<file path="config.mk">
export PLATFORM = sky130hd
export DESIGN_NAME = multiplexed_seven_segment_driver_flat
export DESIGN_NICKNAME = d
export VERILOG_FILES = /design/src/rtl/msd_pkg.sv /design/src/rtl/msd_if.sv /design/src/rtl/msd_ctrl.sv /design/src/rtl/msd_datapath.sv /design/src/rtl/multiplexed_seven_segment_driver.sv /design/src/flat_wrapper.sv
export SDC_FILE = /design/constraint.sdc
export NUM_CORES = 1
export LEC_CHECK = 0
export BUFFER_PORTS_ARGS = -buffer_cell sky130_fd_sc_hd__buf_4
export CAP_MARGIN = 20
export CORE_ASPECT_RATIO = 1.5
export CORE_MARGIN = 10
export CORE_UTILIZATION = 63
export DETAILED_ROUTE_END_ITERATION = 10
export PLACE_DENSITY = 0.82
export SKIP_CTS_REPAIR_TIMING = 1
export SYNTH_ARGS = -nofsm -noshare
export SYNTH_HDL_FRONTEND = slang
export SYNTH_SLANG_ARGS = --single-unit
export TNS_END_PERCENT = 30
</file>
<file path="constraint.sdc">
create_clock -name clk -period 7.7 [get_ports clk]
set_input_delay 2.31 -clock clk [delete_from_list [all_inputs] [get_ports clk]]
set_output_delay 2.31 -clock clk [all_outputs]
set_load 0.01 [all_outputs]
</file>
<file path="src/rtl/msd_pkg.sv">
// ----------------------------------------------------------------------------
// Seven-segment driver package
// Shared constants, operation codes, command/status types and the digit
// encoding table.
// ----------------------------------------------------------------------------
package msd_pkg;

  localparam int DIGIT_COUNT = 4;
  localparam int PTR_W       = (DIGIT_COUNT > 1) ? $clog2(DIGIT_COUNT) : 1;
  localparam int NUM_W       = 16;
  localparam int SEG_W       = 8;
  localparam int EN_W        = 4;
  localparam int IDX_W       = 3;
  localparam int OP_W        = 2;

  // Reciprocal of ten for 16-bit operands: (v * 52429) >> 19 equals v / 10.
  localparam int           RECIP_SHIFT = 19;
  localparam logic [16:0]  RECIP_TEN   = 17'd52429;

  typedef enum logic [OP_W-1:0] {
    OP_SET_NUMBER = 2'd0,
    OP_SET_DP     = 2'd1,
    OP_SCAN_TICK  = 2'd2
  } op_t;

  // Commands from the controller to the datapath.
  typedef struct packed {
    logic load_number;
    logic conv_step;
    logic dp_write;
    logic scan_load;
  } msd_cmd_t;

  // Status from the datapath to the controller.
  typedef struct packed {
    logic conv_last;
    logic out_free;
  } msd_status_t;

  // Standard seven-segment codes, segment a in bit 0.
  function automatic logic [6:0] seg_code(input logic [3:0] digit);
    logic [6:0] code;
    case (digit)
      4'd0:    code = 7'h3F;
      4'd1:    code = 7'h06;
      4'd2:    code = 7'h5B;
      4'd3:    code = 7'h4F;
      4'd4:    code = 7'h66;
      4'd5:    code = 7'h6D;
      4'd6:    code = 7'h7D;
      4'd7:    code = 7'h07;
      4'd8:    code = 7'h7F;
      4'd9:    code = 7'h6F;
      default: code = 7'h00;
    endcase
    return code;
  endfunction

endpackage

</file>
<file path="src/rtl/msd_if.sv">
// ----------------------------------------------------------------------------
// Seven-segment driver channels
// Valid/ready channels for requests into the driver and scan results out.
// ----------------------------------------------------------------------------
interface msd_in_if;
  logic                       valid;
  logic                       ready;
  logic [msd_pkg::OP_W-1:0]   op;
  logic [msd_pkg::NUM_W-1:0]  number;
  logic [msd_pkg::IDX_W-1:0]  dp_index;
  logic                       dp_on;

  modport source (output valid, op, number, dp_index, dp_on, input ready);
  modport sink   (input valid, op, number, dp_index, dp_on, output ready);
endinterface

interface msd_out_if;
  logic                       valid;
  logic                       ready;
  logic [msd_pkg::SEG_W-1:0]  segments;
  logic [msd_pkg::EN_W-1:0]   digit_enable;

  modport source (output valid, segments, digit_enable, input ready);
  modport sink   (input valid, segments, digit_enable, output ready);
endinterface

</file>
<file path="src/rtl/msd_ctrl.sv">
// ----------------------------------------------------------------------------
// Seven-segment driver controller
// Accepts requests and sequences the digit conversion of a set-number request.
// ----------------------------------------------------------------------------
module msd_ctrl (
  input  logic                      clk,
  input  logic                      rst,
  input  logic                      in_valid,
  input  logic [msd_pkg::OP_W-1:0]  in_op,
  output logic                      in_ready,
  input  msd_pkg::msd_status_t      status,
  output msd_pkg::msd_cmd_t         cmd
);
  import msd_pkg::*;

  typedef enum logic [1:0] {
    S_IDLE = 2'b01,
    S_CONV = 2'b10
  } state_t;

  state_t state;
  state_t state_next;
  logic   accept;

  assign in_ready = (state == S_IDLE) && status.out_free;
  assign accept   = in_valid && in_ready;

  always_comb begin
    state_next = state;
    cmd        = '0;
    unique case (state)
      S_IDLE: begin
        if (accept) begin
          case (in_op)
            OP_SET_NUMBER: begin
              cmd.load_number = 1'b1;
              state_next      = S_CONV;
            end
            OP_SET_DP:    cmd.dp_write  = 1'b1;
            OP_SCAN_TICK: cmd.scan_load = 1'b1;
            default:      ;
          endcase
        end
      end
      S_CONV: begin
        cmd.conv_step = 1'b1;
        if (status.conv_last) begin
          state_next = S_IDLE;
        end
      end
      default: state_next = S_IDLE;
    endcase
  end

  always_ff @(posedge clk) begin
    if (rst) begin
      state <= S_IDLE;
    end else begin
      state <= state_next;
    end
  end

endmodule

</file>
<file path="src/rtl/msd_datapath.sv">
// ----------------------------------------------------------------------------
// Seven-segment driver datapath
// Pattern store, digit converter, scan pointer and the result register.
// ----------------------------------------------------------------------------
module msd_datapath (
  input  logic                        clk,
  input  logic                        rst,
  input  msd_pkg::msd_cmd_t           cmd,
  output msd_pkg::msd_status_t        status,
  input  logic [msd_pkg::NUM_W-1:0]   in_number,
  input  logic [msd_pkg::IDX_W-1:0]   in_dp_index,
  input  logic                        in_dp_on,
  input  logic                        cfg_we,
  input  logic [msd_pkg::SEG_W-1:0]   cfg_wdata,
  output logic                        out_valid,
  input  logic                        out_ready,
  output logic [msd_pkg::SEG_W-1:0]   out_segments,
  output logic [msd_pkg::EN_W-1:0]    out_digit_enable
);
  import msd_pkg::*;

  localparam logic [PTR_W-1:0] LAST_POS = PTR_W'(DIGIT_COUNT - 1);

  // Segment bits a..g and the decimal point are kept apart so that a
  // decimal-point write never has to read the stored pattern.
  logic [6:0]             seg_store [DIGIT_COUNT];
  logic [DIGIT_COUNT-1:0] dp_store;
  logic [SEG_W-1:0]       segment_mask;
  logic [PTR_W-1:0]       scan_ptr;
  logic [NUM_W-1:0]       value;
  logic [PTR_W-1:0]       pos;

  logic [32:0]            product;
  logic [NUM_W-1:0]       quotient;
  logic [NUM_W-1:0]       times_ten;
  logic [3:0]             remainder;
  logic                   dp_in_range;
  logic [SEG_W-1:0]       cur_pattern;
  logic [EN_W-1:0]        cur_enable;

  assign product   = {1'b0, value} * {16'd0, RECIP_TEN};
  assign quotient  = NUM_W'(product[32:RECIP_SHIFT]);
  assign times_ten = NUM_W'({quotient, 3'b000}) + NUM_W'({quotient, 1'b0});
  assign remainder = 4'(value - times_ten);

  assign status.conv_last = (quotient == '0) || (pos == '0);
  assign status.out_free  = !out_valid || out_ready;

  assign dp_in_range = {1'b0, in_dp_index} < (IDX_W + 1)'(DIGIT_COUNT);
  assign cur_pattern = {dp_store[scan_ptr], seg_store[scan_ptr]};

  always_comb begin
    for (int i = 0; i < EN_W; i++) begin
      cur_enable[i] = (i < DIGIT_COUNT) && (scan_ptr == PTR_W'(i));
    end
  end

  always_ff @(posedge clk) begin
    if (rst) begin
      for (int i = 0; i < DIGIT_COUNT; i++) begin
        seg_store[i] <= '0;
      end
      dp_store     <= '0;
      segment_mask <= '1;
      scan_ptr     <= '0;
      out_valid    <= 1'b0;
    end else begin
      if (cfg_we) begin
        segment_mask <= cfg_wdata;
      end
      if (cmd.load_number) begin
        for (int i = 0; i < DIGIT_COUNT; i++) begin
          seg_store[i] <= '0;
        end
        dp_store <= '0;
      end
      if (cmd.conv_step) begin
        seg_store[pos] <= seg_code(remainder);
      end
      if (cmd.dp_write && dp_in_range) begin
        dp_store[in_dp_index[PTR_W-1:0]] <= in_dp_on;
      end
      if (cmd.scan_load) begin
        out_valid <= 1'b1;
        scan_ptr  <= (scan_ptr == LAST_POS) ? '0 : scan_ptr + 1'b1;
      end else if (out_ready) begin
        out_valid <= 1'b0;
      end
    end
  end

  always_ff @(posedge clk) begin
    if (cmd.load_number) begin
      value <= in_number;
      pos   <= LAST_POS;
    end else if (cmd.conv_step) begin
      value <= quotient;
      pos   <= pos - 1'b1;
    end
    if (cmd.scan_load) begin
      out_segments     <= cur_pattern & segment_mask;
      out_digit_enable <= cur_enable;
    end
  end

endmodule

</file>
<file path="src/rtl/multiplexed_seven_segment_driver.sv">
// A scan-tick request shows its result in the cycle after it is accepted.
// A set-number request holds off further requests while the converter writes
// its decimal digits, one divide-by-ten step per digit and DIGIT_COUNT at
// most; decimal-point and scan-tick requests leave the controller idle.
// Reset (synchronous, active high) blanks all digits, sets the mask to all ones
// and returns the scan pointer to digit 0.
// ----------------------------------------------------------------------------
// Multiplexed seven-segment display driver
// Converts numbers to digit patterns and scans them out one digit per tick.
// ----------------------------------------------------------------------------
module multiplexed_seven_segment_driver (
  input  logic                       clk,
  input  logic                       rst,
  msd_in_if.sink                     in_ch,
  msd_out_if.source                  out_ch,
  input  logic                       cfg_we,
  input  logic [msd_pkg::SEG_W-1:0]  cfg_wdata
);
  import msd_pkg::*;

  // The controller decides which request is taken and steps the converter;
  // the datapath holds every stored value.
  msd_cmd_t    cmd;
  msd_status_t status;

  // A new request is only taken while no conversion runs and the result
  // register is empty or being emptied in this cycle, so a scan result is
  // never overwritten before it is taken.
  msd_ctrl u_ctrl (
    .clk      (clk),
    .rst      (rst),
    .in_valid (in_ch.valid),
    .in_op    (in_ch.op),
    .in_ready (in_ch.ready),
    .status   (status),
    .cmd      (cmd)
  );

  // The datapath converts the number from the right: each conversion cycle
  // divides by ten through a reciprocal multiply and writes one digit, and
  // stops when the quotient is zero or the leftmost digit is written.
  msd_datapath u_datapath (
    .clk              (clk),
    .rst              (rst),
    .cmd              (cmd),
    .status           (status),
    .in_number        (in_ch.number),
    .in_dp_index      (in_ch.dp_index),
    .in_dp_on         (in_ch.dp_on),
    .cfg_we           (cfg_we),
    .cfg_wdata        (cfg_wdata),
    .out_valid        (out_ch.valid),
    .out_ready        (out_ch.ready),
    .out_segments     (out_ch.segments),
    .out_digit_enable (out_ch.digit_enable)
  );

endmodule

</file>
<file path="src/flat_wrapper.sv">
// flat-port wrapper written by rule: the top's interface ports become plain ports
module multiplexed_seven_segment_driver_flat import msd_pkg::*;
  (clk, rst, cfg_we, cfg_wdata, in_ch_valid, in_ch_op, in_ch_number, in_ch_dp_index, in_ch_dp_on, in_ch_ready, out_ch_valid, out_ch_segments, out_ch_digit_enable, out_ch_ready);
  msd_in_if in_ch_i ();
  msd_out_if out_ch_i ();
  input  logic clk;
  input  logic rst;
  input  logic cfg_we;
  input  logic [msd_pkg::SEG_W-1:0] cfg_wdata;
  input wire logic [$bits(in_ch_i.valid)-1:0] in_ch_valid;
  input wire logic [$bits(in_ch_i.op)-1:0] in_ch_op;
  input wire logic [$bits(in_ch_i.number)-1:0] in_ch_number;
  input wire logic [$bits(in_ch_i.dp_index)-1:0] in_ch_dp_index;
  input wire logic [$bits(in_ch_i.dp_on)-1:0] in_ch_dp_on;
  output wire logic [$bits(in_ch_i.ready)-1:0] in_ch_ready;
  output wire logic [$bits(out_ch_i.valid)-1:0] out_ch_valid;
  output wire logic [$bits(out_ch_i.segments)-1:0] out_ch_segments;
  output wire logic [$bits(out_ch_i.digit_enable)-1:0] out_ch_digit_enable;
  input wire logic [$bits(out_ch_i.ready)-1:0] out_ch_ready;
  assign in_ch_i.valid = in_ch_valid;
  assign in_ch_i.op = in_ch_op;
  assign in_ch_i.number = in_ch_number;
  assign in_ch_i.dp_index = in_ch_dp_index;
  assign in_ch_i.dp_on = in_ch_dp_on;
  assign in_ch_ready = in_ch_i.ready;
  assign out_ch_valid = out_ch_i.valid;
  assign out_ch_segments = out_ch_i.segments;
  assign out_ch_digit_enable = out_ch_i.digit_enable;
  assign out_ch_i.ready = out_ch_ready;
  multiplexed_seven_segment_driver u_core (.clk(clk), .rst(rst), .in_ch(in_ch_i), .out_ch(out_ch_i), .cfg_we(cfg_we), .cfg_wdata(cfg_wdata));
endmodule
</file>
==> results of run 1 <==
-- area by class of cell --
cell class,count,area share
clock buffer,9,0.02432
clock inverter,7,0.006890
inverter,173,0.07012
multi-input combinational,552,0.6085
sequential,77,0.2270
tap,159,0.02148
timing repair buffer,51,0.04175
-- path summary, 6_finish.rpt --
check | startpoint | end | slack, ps | depth (start not counted)
setup / recovery | u_core.u_datapath.value[7] | u_core.u_datapath.seg_store[1][6] | 530 | 24
hold / removal | u_core.u_datapath.dp_store[0] | u_core.u_datapath.dp_store[0] | 470 | 2
setup reg to reg | u_core.u_datapath.value[7] | u_core.u_datapath.seg_store[1][6] | 530 | 24
hold reg to reg | u_core.u_datapath.dp_store[0] | u_core.u_datapath.dp_store[0] | 470 | 2
-- state kept, by name, indices dropped and copies added (netlist names), named ones only --
| register | count |
|---|---|
| u_core.u_datapath.segment_mask | 8 |
| u_core.u_datapath.seg_store | 28 |
| u_core.u_datapath.out_segments | 8 |
| u_core.u_datapath.dp_store | 4 |
| u_core.u_datapath.value | 16 |
| u_core.u_datapath.pos | 2 |
| u_core.u_datapath.out_valid | 1 |
| u_core.u_ctrl.state | 2 |
| u_core.u_datapath.out_digit_enable | 4 |
| u_core.u_datapath.scan_ptr | 2 |
-- synth_stat cells, types with 4 or more instances --
cell | count | share of area
nand3_1 | 21 | 0.012
nor2b_1 | 12 | 0.0089
mux2i_1 | 4 | 0.0047
nand2_1 | 53 | 0.024
inv_1 | 173 | 0.077
o32ai_1 | 4 | 0.0041
mux2i_2 | 5 | 0.0082
nor2_1 | 48 | 0.021
edfxtp_1 | 56 | 0.20
mux2_2 | 4 | 0.0053
and2_1 | 14 | 0.010
dfxtp_1 | 21 | 0.050
a21o_1 | 5 | 0.0044
xnor2_1 | 14 | 0.015
and3_1 | 5 | 0.0037
o21ai_0 | 13 | 0.0077
a21oi_1 | 26 | 0.015
a211o_1 | 9 | 0.0093
ha_1 | 147 | 0.22
mux4_2 | 8 | 0.021
fa_1 | 80 | 0.19
clkbuf_1 | 9 | 0.0040
nand4_1 | 4 | 0.0030
nor3_1 | 6 | 0.0036
xor2_1 | 6 | 0.0062
-- metal layers --
layer	share of wire	routed length, um
met5	0	0
met3	0.037	810
met2	0.54	11960
met1	0.37	8100
met4	0.057	1266
-- per-stage QoR --
stage          utilization  hold slack (ps)
2_1_floorplan            -            444.8
3_3_place_gp        0.6845            449.1
3_5_place_dp        0.6850            465.1
4_1_cts             0.7071            474.7
5_1_grt             0.7080            508.8
6_report            0.7080            472.4
-- critical path, stage by stage (launching register included) --
cell      delay, ps
edfxtp_1        500
ha_1            370
inv_1            90
fa_1            540
inv_1            50
fa_1            500
fa_1            530
fa_1            550
inv_1            50
fa_1            530
inv_1            40
ha_1            420
nand3_4         150
nor2_4          150
nand2_2          90
o221ai_1        230
xnor2_1         220
ha_1            320
nand2_1          80
nand3_1          90
xnor2_1         150
xnor2_1         570
buf_4           280
mux2i_2         310
nor2_1           90
-- cells by family after synthesis --
kind of cell    after synthesis
simple gates                183
flops                        77
fa+ha+maj                   227
mux                          21
compound gates               99
xor+xnor                     22
buf+inv                     186
==> flow_metrics.py, run 1 <==
metrics = {
    "global_route": {
        "grt_pass1_wl_um": 35200,
        "met1_usage": 0.2747,
        "grt_pass1_vias": 6678,
        "grt_use_met3": 0.03134,
        "grt.busiest_layer": "met2",
        "grt_max_degree": 20,
        "use_met2": 0.4422,
        "track_usage": 0.2476,
        "antenna_found_initial": 0,
        "grt_overflow": 0,
    },
    "clock_network": {
        "numCtsBuffers": 9,
        "clock_latency_ps": 340,
        "cts.clk_slew.worst_paths_ps": 70,
        "cts_root_buf": "clkbuf_16",
        "htreeDepth": 3,
        "ctsLongestPathBuffers": 2,
        "cts_sinks": 77,
        "cts_tree": "built",
    },
    "finish": {
        "mostFrequentLayoutCell": "inv_1",
        "final_cell_mix": "173 x inv_1, 147 x ha_1, 80 x fa_1",
        "layout.nets": 1126,
        "antenna_cells": 0,
        "stdcell_count": 1028,
        "area_growth_pct": 9.692,
        "multi_input_area_um2": 5635,
        "drive_gt1_frac": 0.1220,
        "seq_area_um2": 2102,
        "final_cell_area_um2": 9261,
        "fillers": 964,
    },
    "floorplan": {
        "coreArea_um2": 13080,
        "die_x_um": 114.5,
        "fp-row-count": 51,
        "start_util": 0.6454,
        "die_area_um2": 18530,
        "die_h_um": 161.8,
        "pin_count": 49,
    },
    "worst_setup_path": {
        "crit_fanout": 7,
        "start_kind": "flip-flop",
        "end_kind": "flip-flop",
        "worstPathArrival_ps": 7250,
        "crit_required_ps": 7780,
        "worstSetupPathType": "reg2reg",
    },
    "route": {
        "vias": 6107,
        "via_per_inst": 5.941,
        "drcViolationCount": 0,
        "ant_nets": 0,
        "drt-total-wl_um": 22130,
        "drtIter0Drc": 388,
        "first_pass_iters": 5,
        "wire_per_inst_um": 21.53,
    },
    "run": {
        "maxCapViolations": 0,
    },
    "logic_synthesis": {
        "synthArstFlopShare": 0,
        "synth_xor_area_frac": 0.02460,
        "syn_avg_cell_area_um2": 10.36,
        "ys_seq_area_frac": 0.2490,
        "ys_types": 74,
        "synth_nets": 1077,
        "synth-main-ff-cell": "edfxtp_1",
        "synth_adder_area_share": 0.4075,
        "synth_edf_count": 56,
        "syn_area_um2": 8443,
        "synthCells": 815,
        "synthMuxAreaShare": 0.03957,
        "synth_compound_area_frac": 0.08773,
        "yosysWarnings": 0,
        "synth_top_family_by_area": "adder cells",
        "ys_ff_latch": 77,
        "synth_simple_gate_area_frac": 0.1074,
    },
    "timing": {
        "grt_setup_unrepaired": "false",
        "worst_slack_ps": 525.9,
        "totalNegativeSetupSlack_ps": 0,
        "setup_viol": 0,
        "finClkSkew_ps": 11.43,
        "fmax_mhz": 139.4,
        "final.period_utilization": 0.9317,
        "hold_viol": 0,
        "maxSlewHeadroom": 0.4190,
        "worstMarginPinSlew_ps": 868.6,
        "maxSlewViolCount": 0,
        "fin_crit_ps": 7174,
    },
    "placement": {
        "dpl_cell_area_um2": 8961,
        "dpl.hpwl_um": 18770,
        "port_buffers": 48,
        "dp_cells": 1011,
        "post-place-ws_ps": 629.5,
        "globalplace.congestion": 1.008,
    },
    "hold_path": {
        "min_path_type": "reg2reg",
    },
    "run_status": {
        "outcome": "complete, no violations",
    },
}
Power of run 1 is left out: the tool's default activity adds up to more than one toggle a clock period on the data nets, which glitch-free logic cannot reach.
==> inputs of run 2 (changes only) <==
--- a/config.mk
+++ b/config.mk
@@ -12,6 +12,8 @@
 export CORE_UTILIZATION = 63
 export DETAILED_ROUTE_END_ITERATION = 10
 export PLACE_DENSITY = 0.82
+export RECOVER_POWER = 100
+export SETUP_SLACK_MARGIN = 0.05
 export SKIP_CTS_REPAIR_TIMING = 1
 export SYNTH_ARGS = -nofsm -noshare
 export SYNTH_HDL_FRONTEND = slang
==> run 2 against run 1 <==
Effect of this change: sequential share of layout area is 0.26 points higher; sequential cell count stayed put; core utilization decreased by 0.79 points; maximum frequency decreased by 0.26%; final cell count stayed put; non-clock buffer count unchanged; routed wire length down 0.32%; critical path depth is 2 lower; global-route usage is the same; critical endpoint unchanged; highest routed layer unchanged.
==> flow_metrics.py, run 2 (synthesis results as in run 1) <==
metrics = {
    "finish": {
        "antenna_cells": 0,
        "reg_top3": "u_core.u_datapath.seg_store x28, u_core.u_datapath.value x16",
        "largest_reg_flops": 28,
        "drive_gt1_frac": 0.09206,
        "area_growth_pct": 8.462,
        "top_register": "u_core.u_datapath.seg_store",
        "layout.nets": 1126,
        "final_cell_mix": "173 x inv_1, 147 x ha_1, 80 x fa_1",
        "mostFrequentLayoutCell": "inv_1",
    },
    "clock_network": {
        "numCtsBuffers": 9,
        "cts_root_buf": "clkbuf_16",
        "cts_sinks": 77,
        "clock_latency_ps": 340,
        "ctsLongestPathBuffers": 2,
        "htreeDepth": 3,
        "cts.clk_slew.worst_paths_ps": 70,
        "cts_tree": "built",
    },
    "worst_setup_path": {
        "worstReg2RegEnd": "u_core.u_datapath.seg_store[1][6]",
        "crit_required_ps": 7880,
        "r2r_slack_ps": 510,
        "ff2ff_path_depth": 22,
        "worstPathArrival_ps": 7380,
        "rr_startpoint": "u_core.u_datapath.value[7]",
        "crit_fanout": 12,
        "end_kind": "flip-flop",
        "worstSetupPathType": "reg2reg",
        "start_kind": "flip-flop",
    },
    "placement": {
        "globalplace.congestion": 1.008,
        "port_buffers": 48,
        "dpl.hpwl_um": 18770,
        "post-place-ws_ps": 629.5,
    },
    "route": {
        "wire_per_inst_um": 21.46,
        "drt-total-wl_um": 22060,
        "drcViolationCount": 0,
        "vias": 6040,
        "drtIter0Drc": 417,
        "via_per_inst": 5.875,
        "ant_nets": 0,
        "first_pass_iters": 5,
    },
    "global_route": {
        "grt_pass1_wl_um": 35200,
        "grt_overflow": 0,
        "antenna_found_initial": 0,
        "grt_max_degree": 20,
        "track_usage": 0.2476,
        "grt_pass1_vias": 6678,
    },
    "timing": {
        "final.period_utilization": 0.9341,
        "hold_ws_ps": 472.3,
        "finClkSkew_ps": 10.82,
        "maxSlewHeadroom": 0.4203,
        "totalNegativeSetupSlack_ps": 0,
        "fin_crit_ps": 7193,
        "fmax_mhz": 139.0,
        "setup_viol": 0,
        "worst_slack_ps": 507.2,
        "hold_viol": 0,
        "worstMarginPinSlew_ps": 866.7,
        "grt_setup_unrepaired": "false",
        "maxSlewViolCount": 0,
    },
    "run": {
        "maxCapViolations": 0,
    },
    "floorplan": {
        "pin_count": 49,
        "die_area_um2": 18530,
        "fp-row-count": 51,
        "start_util": 0.6454,
        "die_x_um": 114.5,
        "die_h_um": 161.8,
        "coreArea_um2": 13080,
    },
    "run_status": {
        "outcome": "complete, no violations",
    },
    "hold_path": {
        "holdPathStages": 2,
        "min_to": "u_core.u_datapath.dp_store[0]",
        "min_path_type": "reg2reg",
        "min_from": "u_core.u_datapath.dp_store[0]",
    },
}
## run 2: final cells by class
type                       instances  area [um^2]
clock buffer                       9        225.2
clock inverter                     7        63.81
fill                             994         3924
inverter                         173        649.4
multi-input combinational        552         5595
sequential                        77         2102
tap                              159        198.9
timing repair buffer              51        322.8
## run 2: worst max-delay path, cell delays in order (launching register included)
cell and delay (ps):
edfxtp_1 500, ha_1 370, inv_1 90, fa_1 540
inv_1 50, fa_1 500, fa_1 530, fa_1 550
inv_1 50, fa_1 530, inv_1 40, ha_1 420
nand2_1 80, o21ai_1 310, mux2_1 390, a31oi_1 190
nand2_1 150, inv_1 90, ha_1 160, xor2_1 690
and2_0 480, mux2i_2 170, nor2_1 150
## run 2: metrics by stage
stage | utilization | std cells | instance area [um^2]
5_1_grt | 0.7000 | 1028 | 9158
4_1_cts | 0.7071 | 1027 | 9250
3_5_place_dp | 0.6850 | 1011 | 8961
6_report | 0.7000 | 1028 | 9158
3_3_place_gp | 0.6845 | 1010 | 8954
2_1_floorplan | - | 815 | 8443
## run 2: per-layer routing
layer  vias up  share of wire  global-route usage
met4         0          0.061              0.1343
met3        71          0.031             0.03134
li1       2834              -                   -
met2       180           0.54              0.4422
met1      2955           0.37              0.2747
met5         -              0                   0
## run 2: how the worst max path moves through the flow
stage,startpoint,endpoint,cells after the start
after floorplan,u_core.u_datapath.value[6],u_core.u_datapath.seg_store[0][5],23
final,u_core.u_datapath.value[7],u_core.u_datapath.seg_store[1][6],22
after detailed placement,u_core.u_datapath.value[3],u_core.u_datapath.seg_store[1][6],24
after global placement,u_core.u_datapath.value[3],u_core.u_datapath.seg_store[0][3],23
after CTS,u_core.u_datapath.value[3],u_core.u_datapath.seg_store[1][6],24
after global routing,u_core.u_datapath.value[3],u_core.u_datapath.seg_store[1][6],22
Power of run 2 is left out for the same reason.
==> inputs of run 3 (changes only) <==
--- a/config.mk
+++ b/config.mk
@@ -6,7 +6,6 @@
 export NUM_CORES = 1
 export LEC_CHECK = 0
 export BUFFER_PORTS_ARGS = -buffer_cell sky130_fd_sc_hd__buf_4
-export CAP_MARGIN = 20
 export CORE_ASPECT_RATIO = 1.5
 export CORE_MARGIN = 10
 export CORE_UTILIZATION = 63
==> constraint.sdc (replaced) <==
create_clock -name clk -period 7.7 [get_ports clk]
set_input_delay 1.155 -clock clk [delete_from_list [all_inputs] [get_ports clk]]
set_output_delay 1.155 -clock clk [all_outputs]
set_load 0.02 [all_outputs]
==> run 3 against run 2 <==
Effect of this change: critical path type unchanged; the run now ends with capacitance limit, slew limit left; sequential cell count stayed put; maximum frequency is 0.11% higher; register-to-register slack hardly changed.
==> flow_metrics.py, run 3 (synthesis results as in run 1) <==
metrics = {
    "worst_setup_path": {
        "end_kind": "flip-flop",
        "rr_startpoint": "u_core.u_datapath.value[6]",
        "worstReg2RegEnd": "u_core.u_datapath.seg_store[1][6]",
        "crit_required_ps": 7780,
        "crit_path_top_delay_cell": "xnor2_2",
        "worstPathArrival_ps": 7270,
        "ff2ff_path_depth": 23,
        "worstSetupPathType": "reg2reg",
        "start_kind": "flip-flop",
        "r2r_slack_ps": 520,
        "crit_fanout": 11,
        "max_stage_delay_ps": 560,
        "path_cells": "ha_1 -> inv_1 -> fa_1 -> inv_1 -> fa_1 -> fa_1 -> fa_1 -> inv_1 -> fa_1 -> inv_1 -> ha_1 -> nand3_1 -> nor2_1 -> nand2_2 -> o221ai_1 -> xnor2_1 -> ha_1 -> nand2_1 -> nand3_1 -> xnor2_1 -> xnor2_2 -> mux2i_1 -> nor2_1",
        "crit_top_cell": "fa_1",
    },
    "floorplan": {
        "die_h_um": 161.8,
        "fp-row-count": 51,
        "die_area_um2": 18530,
        "coreArea_um2": 13080,
        "die_x_um": 114.5,
        "pin_count": 49,
        "start_util": 0.6454,
    },
    "hold_path": {
        "min_from": "u_core.u_datapath.dp_store[0]",
        "min_to": "u_core.u_datapath.dp_store[0]",
        "min_path_type": "reg2reg",
        "holdPathStages": 2,
    },
    "timing": {
        "maxSlewViolCount": 19,
        "fin_crit_ps": 7185,
        "hold_viol": 0,
        "totalNegativeSetupSlack_ps": 0,
        "setup_viol": 0,
        "finClkSkew_ps": 16.34,
        "worstMarginPinSlew_ps": 2035,
        "grt_setup_unrepaired": "false",
        "fmax_mhz": 139.2,
        "maxSlewHeadroom": -0.3673,
        "final.period_utilization": 0.9331,
    },
    "route": {
        "drtIter0Drc": 412,
        "vias": 6037,
        "drcViolationCount": 0,
        "ant_nets": 0,
        "wire_per_inst_um": 21.65,
        "first_pass_iters": 5,
        "drt-total-wl_um": 22220,
        "via_per_inst": 5.884,
    },
    "global_route": {
        "track_usage": 0.2474,
        "antenna_found_initial": 0,
        "grt_overflow": 0,
        "grt_pass1_vias": 6664,
        "grt_pass1_wl_um": 35130,
        "grt_max_degree": 20,
    },
    "placement": {
        "globalplace.congestion": 1.008,
        "dp_cells": 1010,
        "dpl.hpwl_um": 18840,
        "port_buffers": 48,
    },
    "finish": {
        "stdcell_count": 1026,
        "top_register": "u_core.u_datapath.seg_store",
        "area_growth_pct": 8.121,
        "final_cell_mix": "173 x inv_1, 147 x ha_1, 80 x fa_1",
        "largest_reg_flops": 28,
        "reg_top3": "u_core.u_datapath.seg_store x28, u_core.u_datapath.value x16",
        "drive_gt1_frac": 0.08535,
        "layout.nets": 1124,
        "antenna_cells": 0,
        "mostFrequentLayoutCell": "inv_1",
    },
    "run": {
        "maxCapViolations": 1,
    },
    "clock_network": {
        "clock_latency_ps": 350,
        "cts.clk_slew.worst_paths_ps": 70,
        "ctsLongestPathBuffers": 2,
        "cts_root_buf": "clkbuf_16",
        "numCtsBuffers": 9,
        "cts_sinks": 77,
        "cts_tree": "built",
        "htreeDepth": 3,
    },
    "run_status": {
        "outcome": "complete, but fails checks",
        "violations": "capacitance limit, slew limit",
    },
}
-- run 3: cell count changes in the layout (fill, tap and decap cells not counted), sizes merged --
cell | before | now
clkbuf | 26 | 25
inv | 178 | 176
clkinv | 0 | 2
clkinvlp | 2 | 1
buf | 34 | 33
bufinv | 0 | 1
-- run 3: critical path, delay by kind of cell, from the launching register on --
| kind | cells | cell delay (ps) |
|---|---|---|
| compound gates | 1 | 220 |
| mux | 1 | 440 |
| xor+xnor | 3 | 940 |
| buf+inv | 4 | 250 |
| fa+ha+maj | 8 | 3730 |
| simple gates | 6 | 860 |
| flops | 1 | 500 |
-- run 3: cell type report --
class	instances	area (um^2)
timing repair buffer	49	311.5
clock inverter	7	80.08
fill	1012	3953
multi-input combinational	552	5562
clock buffer	9	225.2
tap	159	198.9
inverter	173	649.4
sequential	77	2102
-- run 3: worst max path at each step --
| stage | to | start | cells after the start |
|---|---|---|---|
| global route | u_core.u_datapath.seg_store[1][6] | u_core.u_datapath.value[6] | 23 |
| CTS | u_core.u_datapath.seg_store[2][1] | u_core.u_datapath.value[6] | 23 |
| global placement | u_core.u_datapath.seg_store[0][3] | u_core.u_datapath.value[3] | 23 |
| detailed placement | u_core.u_datapath.seg_store[2][1] | u_core.u_datapath.value[3] | 23 |
| floorplan | u_core.u_datapath.seg_store[0][5] | u_core.u_datapath.value[6] | 23 |
| finish | u_core.u_datapath.seg_store[1][6] | u_core.u_datapath.value[6] | 23 |
-- run 3: metal layers --
| metal | wire [um] | track usage |
|---|---|---|
| met4 | 1175 | 0.1263 |
| met5 | 0 | 0 |
| met2 | 11990 | 0.4499 |
| met1 | 8266 | 0.2725 |
| met3 | 780 | 0.02839 |
-- run 3: metrics by stage --
step | utilization | hold slack [ps] | setup slack (ps) | area, um^2
finish | 0.6978 | 480.2 | 515.0 | 9129
detailed placement | 0.6845 | 472.2 | 441.0 | 8954
global route | 0.6978 | 516.3 | 202.2 | 9129
floorplan | - | 444.8 | 1516 | 8443
CTS | 0.7078 | 481.5 | 405.6 | 9259
global placement | 0.6845 | 449.1 | 540.2 | 8954
Power of run 3 is left out for the same reason.
